File: src/rtl/core/svpwm_pkg.sv
// ============================================================================
// svpwm_pkg
// Shared types and constants for the servo PWM channel bank.
// ============================================================================
`default_nettype none

package svpwm_pkg;

  localparam int NUM_CHANNELS = 5;
  localparam int PIN_W        = 5;
  localparam int PIN_COUNT    = (NUM_CHANNELS < PIN_W) ? NUM_CHANNELS : PIN_W;
  localparam int PULSE_W      = 16;
  localparam int KIND_W       = 3;
  localparam int CH_W         = 3;
  localparam int CFG_IDX_W    = 3;

  localparam logic [KIND_W-1:0] KIND_TICK     = 3'd0;
  localparam logic [KIND_W-1:0] KIND_SET_RAW  = 3'd1;
  localparam logic [KIND_W-1:0] KIND_SET_CRSF = 3'd2;
  localparam logic [KIND_W-1:0] KIND_SET_NORM = 3'd3;
  localparam logic [KIND_W-1:0] KIND_ENABLE   = 3'd4;
  localparam logic [KIND_W-1:0] KIND_READ     = 3'd5;

  localparam logic [CFG_IDX_W-1:0] CFG_PRESCALE_DIV  = 3'd0;
  localparam logic [CFG_IDX_W-1:0] CFG_PERIOD_RELOAD = 3'd1;
  localparam logic [CFG_IDX_W-1:0] CFG_PULSE_MIN     = 3'd2;
  localparam logic [CFG_IDX_W-1:0] CFG_PULSE_MAX     = 3'd3;
  localparam logic [CFG_IDX_W-1:0] CFG_PULSE_CENTER  = 3'd4;

  localparam logic [PULSE_W-1:0] RESET_PRESCALE_DIV  = 16'd107;
  localparam logic [PULSE_W-1:0] RESET_PERIOD_RELOAD = 16'd19999;
  localparam logic [PULSE_W-1:0] RESET_PULSE_MIN     = 16'd1000;
  localparam logic [PULSE_W-1:0] RESET_PULSE_MAX     = 16'd2000;
  localparam logic [PULSE_W-1:0] RESET_PULSE_CENTER  = 16'd1500;

  localparam logic [PULSE_W-1:0] CRSF_LOW       = 16'd172;
  localparam logic [PULSE_W-1:0] CRSF_HIGH      = 16'd1811;
  localparam logic [PULSE_W-1:0] CRSF_OUT_BASE  = 16'd1000;
  localparam int                 CRSF_D_W       = 11;
  localparam int                 CRSF_RECIP_W   = 20;
  localparam int                 CRSF_PROD_W    = CRSF_D_W + CRSF_RECIP_W;
  // Rounded-up value of 1000 * 2^20 / 1639, exact for every clamped CRSF input.
  localparam logic [CRSF_RECIP_W-1:0] CRSF_RECIP = 20'd639766;

  localparam logic signed [PULSE_W-1:0] NORM_POS = 16'sh4000;
  localparam logic signed [PULSE_W-1:0] NORM_NEG = 16'shC000;
  localparam int                        NORM_SHIFT  = 14;
  localparam int                        NORM_PROD_W = 24;
  localparam int                        NORM_T_W    = NORM_PROD_W - NORM_SHIFT;
  localparam logic [8:0]                NORM_SCALE  = 9'd500;

  localparam int QUEUE_DEPTH = 2;
  localparam int QPTR_W      = $clog2(QUEUE_DEPTH);
  localparam int QCNT_W      = $clog2(QUEUE_DEPTH + 1);

  typedef enum logic [2:0] {
    OP_NOP,
    OP_TICK,
    OP_SET_PULSE,
    OP_SET_NORM,
    OP_ENABLE,
    OP_READ,
    OP_READ_CENTER
  } op_t;

  typedef struct packed {
    op_t                op;
    logic [CH_W-1:0]    channel;
    logic [PULSE_W-1:0] value;
    logic               enable;
  } item_t;

endpackage

`default_nettype wire

File: src/rtl/core/svpwm_in_if.sv
// ============================================================================
// svpwm_in_if
// Request channel carrying one tick, write, enable or read item.
// ============================================================================
`default_nettype none

interface svpwm_in_if import svpwm_pkg::*; ();
  logic                      valid;
  logic                      ready;
  logic [KIND_W-1:0]         kind;
  logic [CH_W-1:0]           channel;
  logic [PULSE_W-1:0]        pulse_value;
  logic signed [PULSE_W-1:0] norm_value;
  logic                      enable_flag;

  modport source (output valid, kind, channel, pulse_value, norm_value, enable_flag,
                  input ready);
  modport sink (input valid, kind, channel, pulse_value, norm_value, enable_flag,
                output ready);
endinterface

`default_nettype wire

File: src/rtl/core/svpwm_out_if.sv
// ============================================================================
// svpwm_out_if
// Result channel carrying pin levels, period start and readback.
// ============================================================================
`default_nettype none

interface svpwm_out_if import svpwm_pkg::*; ();
  logic               valid;
  logic               ready;
  logic [PIN_W-1:0]   pin_levels;
  logic               period_start;
  logic [PULSE_W-1:0] pulse_readback;

  modport source (output valid, pin_levels, period_start, pulse_readback, input ready);
  modport sink (input valid, pin_levels, period_start, pulse_readback, output ready);
endinterface

`default_nettype wire

File: src/rtl/core/svpwm_cfg_if.sv
// ============================================================================
// svpwm_cfg_if
// Configuration write channel: register index and write data.
// ============================================================================
`default_nettype none

interface svpwm_cfg_if import svpwm_pkg::*; ();
  logic                 valid;
  logic                 ready;
  logic [CFG_IDX_W-1:0] index;
  logic [PULSE_W-1:0]   data;

  modport source (output valid, index, data, input ready);
  modport sink (input valid, index, data, output ready);
endinterface

`default_nettype wire

File: src/rtl/core/svpwm_front.sv
// ============================================================================
// svpwm_front
// Accepts requests, classifies them and scales CRSF and normalized values.
// ============================================================================
`default_nettype none

module svpwm_front import svpwm_pkg::*; (
  svpwm_in_if.sink   in_req,
  input  logic       q_full,
  output logic       push,
  output item_t      push_item
);

  logic                      ch_ok;
  logic [PULSE_W-1:0]        crsf_c;
  logic [CRSF_D_W-1:0]       crsf_d;
  logic [CRSF_PROD_W-1:0]    crsf_prod;
  logic signed [PULSE_W-1:0] norm_c;
  logic [PULSE_W-1:0]        norm_s;
  logic [NORM_PROD_W-1:0]    norm_prod;

  assign in_req.ready = !q_full;
  assign push         = in_req.valid && !q_full;

  always_comb begin
    ch_ok = ({1'b0, in_req.channel} < (CH_W + 1)'(NUM_CHANNELS));

    crsf_c = in_req.pulse_value;
    if (crsf_c < CRSF_LOW) begin
      crsf_c = CRSF_LOW;
    end
    if (crsf_c > CRSF_HIGH) begin
      crsf_c = CRSF_HIGH;
    end
    crsf_d    = CRSF_D_W'(crsf_c - CRSF_LOW);
    crsf_prod = {{CRSF_RECIP_W{1'b0}}, crsf_d} * {{CRSF_D_W{1'b0}}, CRSF_RECIP};

    norm_c = in_req.norm_value;
    if (norm_c < NORM_NEG) begin
      norm_c = NORM_NEG;
    end
    if (norm_c > NORM_POS) begin
      norm_c = NORM_POS;
    end
    norm_s    = PULSE_W'(norm_c + NORM_POS);
    norm_prod = {{(NORM_PROD_W - PULSE_W){1'b0}}, norm_s} * NORM_PROD_W'(NORM_SCALE);

    push_item.op      = OP_NOP;
    push_item.channel = in_req.channel;
    push_item.value   = in_req.pulse_value;
    push_item.enable  = in_req.enable_flag;

    unique case (in_req.kind)
      KIND_TICK: begin
        push_item.op = OP_TICK;
      end
      KIND_SET_RAW: begin
        push_item.op = ch_ok ? OP_SET_PULSE : OP_NOP;
      end
      KIND_SET_CRSF: begin
        push_item.op    = ch_ok ? OP_SET_PULSE : OP_NOP;
        push_item.value = CRSF_OUT_BASE +
                          PULSE_W'(crsf_prod[CRSF_PROD_W-1:CRSF_RECIP_W]);
      end
      KIND_SET_NORM: begin
        push_item.op    = ch_ok ? OP_SET_NORM : OP_NOP;
        push_item.value = PULSE_W'(norm_prod[NORM_PROD_W-1:NORM_SHIFT]);
      end
      KIND_ENABLE: begin
        push_item.op = ch_ok ? OP_ENABLE : OP_NOP;
      end
      KIND_READ: begin
        push_item.op = ch_ok ? OP_READ : OP_READ_CENTER;
      end
      default: begin
        push_item.op = OP_NOP;
      end
    endcase
  end

endmodule

`default_nettype wire

File: src/rtl/core/svpwm_queue.sv
// ============================================================================
// svpwm_queue
// Short FIFO of classified requests between the front and back parts.
// ============================================================================
`default_nettype none

module svpwm_queue import svpwm_pkg::*; (
  input  logic  clk,
  input  logic  rst,
  input  logic  push,
  input  item_t push_item,
  output logic  full,
  output logic  q_valid,
  output item_t q_item,
  input  logic  pop
);

  item_t             entries [QUEUE_DEPTH];
  logic [QPTR_W-1:0] wr_ptr;
  logic [QPTR_W-1:0] rd_ptr;
  logic [QCNT_W-1:0] count;

  assign full    = (count == QCNT_W'(QUEUE_DEPTH));
  assign q_valid = (count != '0);
  assign q_item  = entries[rd_ptr];

  always_ff @(posedge clk) begin
    if (push) begin
      entries[wr_ptr] <= push_item;
    end
  end

  always_ff @(posedge clk) begin
    if (rst) begin
      wr_ptr <= '0;
      rd_ptr <= '0;
      count  <= '0;
    end else begin
      if (push) begin
        wr_ptr <= (wr_ptr == QPTR_W'(QUEUE_DEPTH - 1)) ? '0 : wr_ptr + 1'b1;
      end
      if (pop) begin
        rd_ptr <= (rd_ptr == QPTR_W'(QUEUE_DEPTH - 1)) ? '0 : rd_ptr + 1'b1;
      end
      if (push && !pop) begin
        count <= count + 1'b1;
      end else if (pop && !push) begin
        count <= count - 1'b1;
      end
    end
  end

endmodule

`default_nettype wire

File: src/rtl/core/svpwm_back.sv
// ============================================================================
// svpwm_back
// Holds the timer, pulse and enable state, executes requests in order and
// registers one result per request.
// ============================================================================
`default_nettype none

module svpwm_back import svpwm_pkg::*; (
  input  logic        clk,
  input  logic        rst,
  svpwm_cfg_if.sink   cfg,
  input  logic        q_valid,
  input  item_t       q_item,
  output logic        pop,
  svpwm_out_if.source out_res
);

  logic [PULSE_W-1:0] prescale_div;
  logic [PULSE_W-1:0] period_reload;
  logic [PULSE_W-1:0] pulse_min;
  logic [PULSE_W-1:0] pulse_max;
  logic [PULSE_W-1:0] pulse_center;

  logic [PULSE_W-1:0] prescale_count;
  logic [PULSE_W-1:0] prescale_count_next;
  logic [PULSE_W-1:0] period_count;
  logic [PULSE_W-1:0] period_count_next;
  logic [PULSE_W-1:0] requested_pulse      [NUM_CHANNELS];
  logic [PULSE_W-1:0] requested_pulse_next [NUM_CHANNELS];
  logic [PULSE_W-1:0] active_compare       [NUM_CHANNELS];
  logic [PULSE_W-1:0] active_compare_next  [NUM_CHANNELS];
  logic [NUM_CHANNELS-1:0] channel_enabled;
  logic [NUM_CHANNELS-1:0] channel_enabled_next;

  logic                 out_valid;
  logic [PIN_W-1:0]     pin_levels;
  logic [PIN_W-1:0]     pin_levels_next;
  logic                 period_start;
  logic                 period_start_next;
  logic [PULSE_W-1:0]   pulse_readback;
  logic [PULSE_W-1:0]   pulse_readback_next;

  logic                 exec;
  logic [PULSE_W+1:0]   norm_sum;
  logic [PULSE_W-1:0]   norm_sat;
  logic [PULSE_W-1:0]   set_val;
  logic [PULSE_W-1:0]   clamped;

  assign cfg.ready            = 1'b1;
  assign exec                 = q_valid && (!out_valid || out_res.ready);
  assign pop                  = exec;
  assign out_res.valid        = out_valid;
  assign out_res.pin_levels   = pin_levels;
  assign out_res.period_start = period_start;
  assign out_res.pulse_readback = pulse_readback;

  always_ff @(posedge clk) begin
    if (rst) begin
      prescale_div  <= RESET_PRESCALE_DIV;
      period_reload <= RESET_PERIOD_RELOAD;
      pulse_min     <= RESET_PULSE_MIN;
      pulse_max     <= RESET_PULSE_MAX;
      pulse_center  <= RESET_PULSE_CENTER;
    end else if (cfg.valid) begin
      case (cfg.index)
        CFG_PRESCALE_DIV:  prescale_div  <= cfg.data;
        CFG_PERIOD_RELOAD: period_reload <= cfg.data;
        CFG_PULSE_MIN:     pulse_min     <= cfg.data;
        CFG_PULSE_MAX:     pulse_max     <= cfg.data;
        CFG_PULSE_CENTER:  pulse_center  <= cfg.data;
        default: begin
        end
      endcase
    end
  end

  always_comb begin
    prescale_count_next  = prescale_count;
    period_count_next    = period_count;
    requested_pulse_next = requested_pulse;
    active_compare_next  = active_compare;
    channel_enabled_next = channel_enabled;
    period_start_next    = 1'b0;
    pulse_readback_next  = '0;

    norm_sum = {2'b00, pulse_center} + {2'b00, q_item.value} - (PULSE_W + 2)'(NORM_SCALE);
    if (norm_sum[PULSE_W+1]) begin
      norm_sat = '0;
    end else if (norm_sum[PULSE_W]) begin
      norm_sat = '1;
    end else begin
      norm_sat = norm_sum[PULSE_W-1:0];
    end

    set_val = (q_item.op == OP_SET_NORM) ? norm_sat : q_item.value;
    clamped = set_val;
    if (clamped < pulse_min) begin
      clamped = pulse_min;
    end
    if (clamped > pulse_max) begin
      clamped = pulse_max;
    end

    unique case (q_item.op) inside
      OP_TICK: begin
        if (prescale_count >= prescale_div) begin
          prescale_count_next = '0;
          if (period_count >= period_reload) begin
            period_count_next   = '0;
            period_start_next   = 1'b1;
            active_compare_next = requested_pulse;
          end else begin
            period_count_next = period_count + 1'b1;
          end
        end else begin
          prescale_count_next = prescale_count + 1'b1;
        end
      end
      OP_SET_PULSE, OP_SET_NORM: begin
        for (int i = 0; i < NUM_CHANNELS; i++) begin
          if (q_item.channel == CH_W'(i)) begin
            requested_pulse_next[i] = clamped;
          end
        end
      end
      OP_ENABLE: begin
        for (int i = 0; i < NUM_CHANNELS; i++) begin
          if (q_item.channel == CH_W'(i)) begin
            channel_enabled_next[i] = q_item.enable;
          end
        end
      end
      OP_READ: begin
        for (int i = 0; i < NUM_CHANNELS; i++) begin
          if (q_item.channel == CH_W'(i)) begin
            pulse_readback_next = requested_pulse[i];
          end
        end
      end
      OP_READ_CENTER: begin
        pulse_readback_next = pulse_center;
      end
      OP_NOP: begin
      end
      default: begin
      end
    endcase

    pin_levels_next = '0;
    for (int i = 0; i < PIN_COUNT; i++) begin
      pin_levels_next[i] = channel_enabled_next[i] &&
                           (period_count_next < active_compare_next[i]);
    end
  end

  always_ff @(posedge clk) begin
    if (rst) begin
      prescale_count  <= '0;
      period_count    <= '0;
      channel_enabled <= '1;
      for (int i = 0; i < NUM_CHANNELS; i++) begin
        requested_pulse[i] <= RESET_PULSE_CENTER;
        active_compare[i]  <= RESET_PULSE_CENTER;
      end
    end else if (exec) begin
      prescale_count  <= prescale_count_next;
      period_count    <= period_count_next;
      channel_enabled <= channel_enabled_next;
      requested_pulse <= requested_pulse_next;
      active_compare  <= active_compare_next;
    end
  end

  always_ff @(posedge clk) begin
    if (rst) begin
      out_valid <= 1'b0;
    end else if (exec) begin
      out_valid <= 1'b1;
    end else if (out_res.ready) begin
      out_valid <= 1'b0;
    end
  end

  always_ff @(posedge clk) begin
    if (exec) begin
      pin_levels     <= pin_levels_next;
      period_start   <= period_start_next;
      pulse_readback <= pulse_readback_next;
    end
  end

endmodule

`default_nettype wire

File: src/rtl/core/servo_pwm_channel_bank_unit.sv
// ============================================================================
// servo_pwm_channel_bank_unit
// Bank of servo PWM channels driven by timer tick requests.
//
// Requests arrive on in_req: a tick advances the prescaler and the period
// counter by one timer clock; other requests write a raw, CRSF or normalized
// pulse into a channel's shadow register, enable or stop a channel, or read
// back its stored pulse. Shadow pulses move into the active compares when the
// counter wraps. Every request yields exactly one result on out_res with the
// pin levels after the request, the period start flag and the readback.
// The front stage classifies and scales a request in the cycle it is taken,
// a two-entry queue holds it, and the back stage executes it and registers
// the result. One request per cycle is sustained while the receiver takes
// every result; the limit is the single state update in the back stage.
// When the receiver stalls, the output register holds its result and
// the queue fills, after which in_req.ready falls. Configuration writes on
// cfg are always taken. Synchronous reset loads the default registers, sets
// every pulse to the center value, enables all channels and empties the queue.
// ============================================================================
`default_nettype none

module servo_pwm_channel_bank_unit import svpwm_pkg::*; (
  input  logic        clk,
  input  logic        rst,
  svpwm_in_if.sink    in_req,
  svpwm_out_if.source out_res,
  svpwm_cfg_if.sink   cfg
);

  logic  push;
  item_t push_item;
  logic  q_full;
  logic  q_valid;
  item_t q_item;
  logic  pop;

  svpwm_front u_front (
    .in_req    (in_req),
    .q_full    (q_full),
    .push      (push),
    .push_item (push_item)
  );

  svpwm_queue u_queue (
    .clk       (clk),
    .rst       (rst),
    .push      (push),
    .push_item (push_item),
    .full      (q_full),
    .q_valid   (q_valid),
    .q_item    (q_item),
    .pop       (pop)
  );

  svpwm_back u_back (
    .clk     (clk),
    .rst     (rst),
    .cfg     (cfg),
    .q_valid (q_valid),
    .q_item  (q_item),
    .pop     (pop),
    .out_res (out_res)
  );

endmodule

`default_nettype wire

File: src/flat_wrapper.sv
// flat-port wrapper written by rule: the top's interface ports become plain ports
module servo_pwm_channel_bank_unit_flat import svpwm_pkg::*;
  (clk, rst, in_req_valid, in_req_kind, in_req_channel, in_req_pulse_value, in_req_norm_value, in_req_enable_flag, in_req_ready, out_res_valid, out_res_pin_levels, out_res_period_start, out_res_pulse_readback, out_res_ready, cfg_valid, cfg_index, cfg_data, cfg_ready);
  svpwm_in_if in_req_i ();
  svpwm_out_if out_res_i ();
  svpwm_cfg_if cfg_i ();
  input  logic clk;
  input  logic rst;
  input wire logic [$bits(in_req_i.valid)-1:0] in_req_valid;
  input wire logic [$bits(in_req_i.kind)-1:0] in_req_kind;
  input wire logic [$bits(in_req_i.channel)-1:0] in_req_channel;
  input wire logic [$bits(in_req_i.pulse_value)-1:0] in_req_pulse_value;
  input wire logic [$bits(in_req_i.norm_value)-1:0] in_req_norm_value;
  input wire logic [$bits(in_req_i.enable_flag)-1:0] in_req_enable_flag;
  output wire logic [$bits(in_req_i.ready)-1:0] in_req_ready;
  output wire logic [$bits(out_res_i.valid)-1:0] out_res_valid;
  output wire logic [$bits(out_res_i.pin_levels)-1:0] out_res_pin_levels;
  output wire logic [$bits(out_res_i.period_start)-1:0] out_res_period_start;
  output wire logic [$bits(out_res_i.pulse_readback)-1:0] out_res_pulse_readback;
  input wire logic [$bits(out_res_i.ready)-1:0] out_res_ready;
  input wire logic [$bits(cfg_i.valid)-1:0] cfg_valid;
  input wire logic [$bits(cfg_i.index)-1:0] cfg_index;
  input wire logic [$bits(cfg_i.data)-1:0] cfg_data;
  output wire logic [$bits(cfg_i.ready)-1:0] cfg_ready;
  assign in_req_i.valid = in_req_valid;
  assign in_req_i.kind = in_req_kind;
  assign in_req_i.channel = in_req_channel;
  assign in_req_i.pulse_value = in_req_pulse_value;
  assign in_req_i.norm_value = in_req_norm_value;
  assign in_req_i.enable_flag = in_req_enable_flag;
  assign in_req_ready = in_req_i.ready;
  assign out_res_valid = out_res_i.valid;
  assign out_res_pin_levels = out_res_i.pin_levels;
  assign out_res_period_start = out_res_i.period_start;
  assign out_res_pulse_readback = out_res_i.pulse_readback;
  assign out_res_i.ready = out_res_ready;
  assign cfg_i.valid = cfg_valid;
  assign cfg_i.index = cfg_index;
  assign cfg_i.data = cfg_data;
  assign cfg_ready = cfg_i.ready;
  servo_pwm_channel_bank_unit u_core (.clk(clk), .rst(rst), .in_req(in_req_i), .out_res(out_res_i), .cfg(cfg_i));
endmodule
File: config.mk
export PLATFORM = sky130hd
export DESIGN_NAME = servo_pwm_channel_bank_unit_flat
export DESIGN_NICKNAME = d
export VERILOG_FILES = /design/src/rtl/core/svpwm_pkg.sv /design/src/rtl/core/svpwm_in_if.sv /design/src/rtl/core/svpwm_out_if.sv /design/src/rtl/core/svpwm_cfg_if.sv /design/src/rtl/core/svpwm_front.sv /design/src/rtl/core/svpwm_queue.sv /design/src/rtl/core/svpwm_back.sv /design/src/rtl/core/servo_pwm_channel_bank_unit.sv /design/src/flat_wrapper.sv
export SDC_FILE = /design/constraint.sdc
export NUM_CORES = 1
export LEC_CHECK = 0
export ABC_AREA = 1
export BUFFER_PORTS_ARGS = -buffer_cell sky130_fd_sc_hd__buf_2
export CAP_MARGIN = 10
export CORE_ASPECT_RATIO = 1.1
export CORE_UTILIZATION = 64
export CTS_CLUSTER_SIZE = 28
export DETAILED_ROUTE_END_ITERATION = 8
export PLACE_DENSITY = 0.93
export SETUP_SLACK_MARGIN = 0.1
export SLEW_MARGIN = 20
export SYNTH_ARGS = -nofsm -noshare
export SYNTH_HDL_FRONTEND = slang
export SYNTH_SLANG_ARGS = --single-unit
export TNS_END_PERCENT = 30
File: constraint.sdc
create_clock -name clk -period 9.38 [get_ports clk]
set_input_delay 0.469 -clock clk [delete_from_list [all_inputs] [get_ports clk]]
set_output_delay 0.469 -clock clk [all_outputs]
set_load 0.005 [all_outputs]
==> results.py <==
metrics = {
    "synthesis": {
        "async_flop_share": 0,
        "ys_ff_latch": 351,
        "yosysSeqAreaShare": 0.296,
        "synth_edf_count": 68,
        "syn_area_sq_mm": 0.0260,
        "syn_avg_cell_area_sq_um": 7.69,
        "syn_inst": 3385,
        "synthDistinctLibCells": 64,
        "yosys_warnings": 0,
        "synth-main-ff-cell": "dfxtp_1",
        "synthesis.nets": 3860,
    },
    "power": {
        "leakage_nw": 13.9,
        "ir_worst_vdd_mv": 0.177,
        "powerDensity_mw_per_mm2": 279,
        "power_mw": 7.83,
    },
    "grt": {
        "grt_pass1_vias": 23000,
        "grt_pass1_wl_um": 115000,
        "grt_max_degree": 94,
        "grt_antenna_before_repair": 2,
        "grt_overflow": 0,
        "grt_usage": 0.347,
    },
    "floorplanning": {
        "die-area_sq_mm": 0.0415,
        "boundaryPins": 88,
        "core_region_area_sq_mm": 0.0402,
        "rows": 77,
        "die_w_um": 194,
        "initial_core_util": 0.648,
        "die_y_um": 214,
    },
    "drt": {
        "vias": 23800,
        "dr.pass1.iters": 6,
        "routedWlPerCell_um": 18.2,
        "drc": 0,
        "final_antenna_net_count": 0,
        "drt-initial-drc-count": 2882,
        "viasPerCell": 6.00,
        "routed_wl_um": 71900,
    },
    "clock_network": {
        "cts_setup_buffers": 0,
        "cts_sinks": 351,
        "cts_tree": "built",
        "clockBufferDepth": 3,
        "cts_made_buffers": 36,
        "hold_buffers": 0,
        "cts_root_buf": "clkbuf_16",
        "cts.clk_slew.worst_paths_ps": 60,
        "clock_latency_ps": 540,
        "ctsHtreeMaxLevel": 2,
        "cts-resized-gates": 0,
    },
    "final_layout": {
        "fin_nets": 3896,
        "area_growth_pct": 7.64,
        "layout-drive-gt1-share": 0.0751,
        "final_cell_mix": "nand2_1, inv_1, ha_1, a21oi_1, dfxtp_1",
        "stdcell_area_sq_mm": 0.0280,
        "instances_no_fill": 3961,
        "final_common_cell": "nand2_1",
        "fillers": 3021,
    },
    "placed_design": {
        "placed_cells": 3896,
        "dp_hpwl_um": 53600,
        "dpl_cell_area_sq_mm": 0.0268,
        "gp_congestion": 1.07,
        "port_buffers": 86,
        "dp_worst_setup_slack_ps": 1390,
    },
    "worst_hold_path": {
        "worstHoldStart": "in_req_enable_flag",
        "holdPathStages": 1,
        "min_to": "u_core.u_queue.entries[0][0]",
        "hold_class": "primary input to register",
    },
    "sta": {
        "finalHoldViolCount": 0,
        "fin_crit_ps": 7630,
        "fmax_mhz": 131,
        "slew_headroom": 0.190,
        "setup_violations": 0,
        "finClkSkew_ps": 23.1,
        "tns_ps": 0,
        "rsz0062_at_grt": "false",
        "tightest_slew_ps": 1210,
        "layout_setup_ws_ps": 1750,
        "post-route-period-util": 0.813,
        "slew_violations": 0,
    },
    "worst_setup_path": {
        "path_class": "primary input to register",
        "endpoint_kind": "register",
        "cp.arrival_ps": 7890,
        "crit_required_ps": 9640,
        "max_stage_delay_ps": 560,
        "reg2regPathDepth": 37,
        "path_common_cell": "nand2_1",
        "crit_path_start_kind": "primary input",
        "crit_fanout": 8,
        "rrSetupSlack_ps": 2150,
        "timing.rr.end": "u_core.u_back.requested_pulse[7]",
        "cp_slowest_cell": "fa_1",
    },
    "job": {
        "maxCapViolations": 0,
    },
    "run_status": {
        "status": "completed",
    },
}
## power by group
group          internal (mW)  switching [mW]
Combinational           1.43            2.87
Clock                  0.868           0.618
Sequential              1.89           0.152
## area by class of cell
type                    instances  area, sq um  area share
diodes                          1         2.50   0.0000893
clock buffers                  48         1010      0.0359
clock inverters                16          189     0.00674
inverters                     543         2040      0.0729
multi-input cells            2385        15900       0.566
flip-flops and latches        351         7710       0.275
well taps                     513          642      0.0229
repair buffers                104          568      0.0203
## critical path, delay by kind of cell
kind                       cells  cell delay [ps]
adders and majority gates      7             2760
buffers and inverters          8              700
and+or+nand+nor               20             2210
xor gates and xnor gates       1              140
AOI/OAI and AO/OA              8             1590
## per-stage QoR
| stage | hold WS (ps) | util |
|---|---|---|
| global placement | 435 | 0.667 |
| CTS | 129 | 0.697 |
| floorplan | 426 | - |
| detailed placement | 444 | 0.668 |
| global route | 137 | 0.698 |
| finish | 133 | 0.698 |
## kinds of logic (layout without fill, tap and decap cells)
kind of cell / after synthesis / after routing / share of synthesized area
DFF: 351 / 351 / 0.296
and+or+nand+nor: 1166 / 1166 / 0.194
muxes: 57 / 57 / 0.0221
xor gates and xnor gates: 31 / 31 / 0.0104
adders and majority gates: 412 / 412 / 0.224
AOI/OAI and AO/OA: 717 / 717 / 0.157
buffers and inverters: 649 / 711 / 0.0962
other: 2 / 3 / 0.000288
## worst max-delay path by stage
stage                               endpoint                   start  slack (ps)  depth (start not counted)
2_1_floorplan  u_core.u_queue.entries[0][12]  in_req_pulse_value[15]        2260                         44
4_1_cts        u_core.u_queue.entries[1][12]  in_req_pulse_value[15]        1920                         45
6_report       u_core.u_queue.entries[1][12]  in_req_pulse_value[15]        1750                         44
3_5_place_dp   u_core.u_queue.entries[0][12]  in_req_pulse_value[15]        1390                         45
3_3_place_gp   u_core.u_queue.entries[0][12]  in_req_pulse_value[15]        1600                         45
5_1_grt         u_core.u_queue.entries[0][9]  in_req_pulse_value[15]        1160                         48
## synthesized netlist by cell type (all sizes together) (15+ instances only)
master    n  share of area
nand2   644          0.095
edfxtp   68          0.078
ha      321           0.15
buf      32         0.0072
o21ai   228          0.044
nand3   193          0.039
xor2     19         0.0064
nor3     17         0.0035
mux2i    57          0.022
nand4    28         0.0072
a211oi   18         0.0052
clkbuf   74          0.011
nor2    236          0.037
inv     543          0.078
fa       91          0.070
o32ai    15         0.0050
dfxtp   283           0.22
or2      19         0.0046
a21oi   308          0.060
o211ai   73          0.021
## registers in the layout (all words and copies together), names as in the netlist, 16 cells and up, named ones only
name	flops
u_core.u_back.period_count	16
u_core.u_back.out_res.pulse_readback	16
u_core.u_back.pulse_center	16
u_core.u_back.pulse_min	16
u_core.u_back.pulse_max	16
u_core.u_back.active_compare	80
u_core.u_back.period_reload	16
u_core.u_back.requested_pulse	80
u_core.u_back.prescale_div	16
u_core.u_back.prescale_count	16
u_core.u_queue.entries	46
## per-layer routing
metal,track usage,up-vias,wire (um)
met5,0,-,13
met4,0.261,2,5740
met3,0.0634,337,6630
met2,0.587,1188,33200
met1,0.397,10900,26400
li1,-,11300,-
Power figures use the tool's default switching activity.
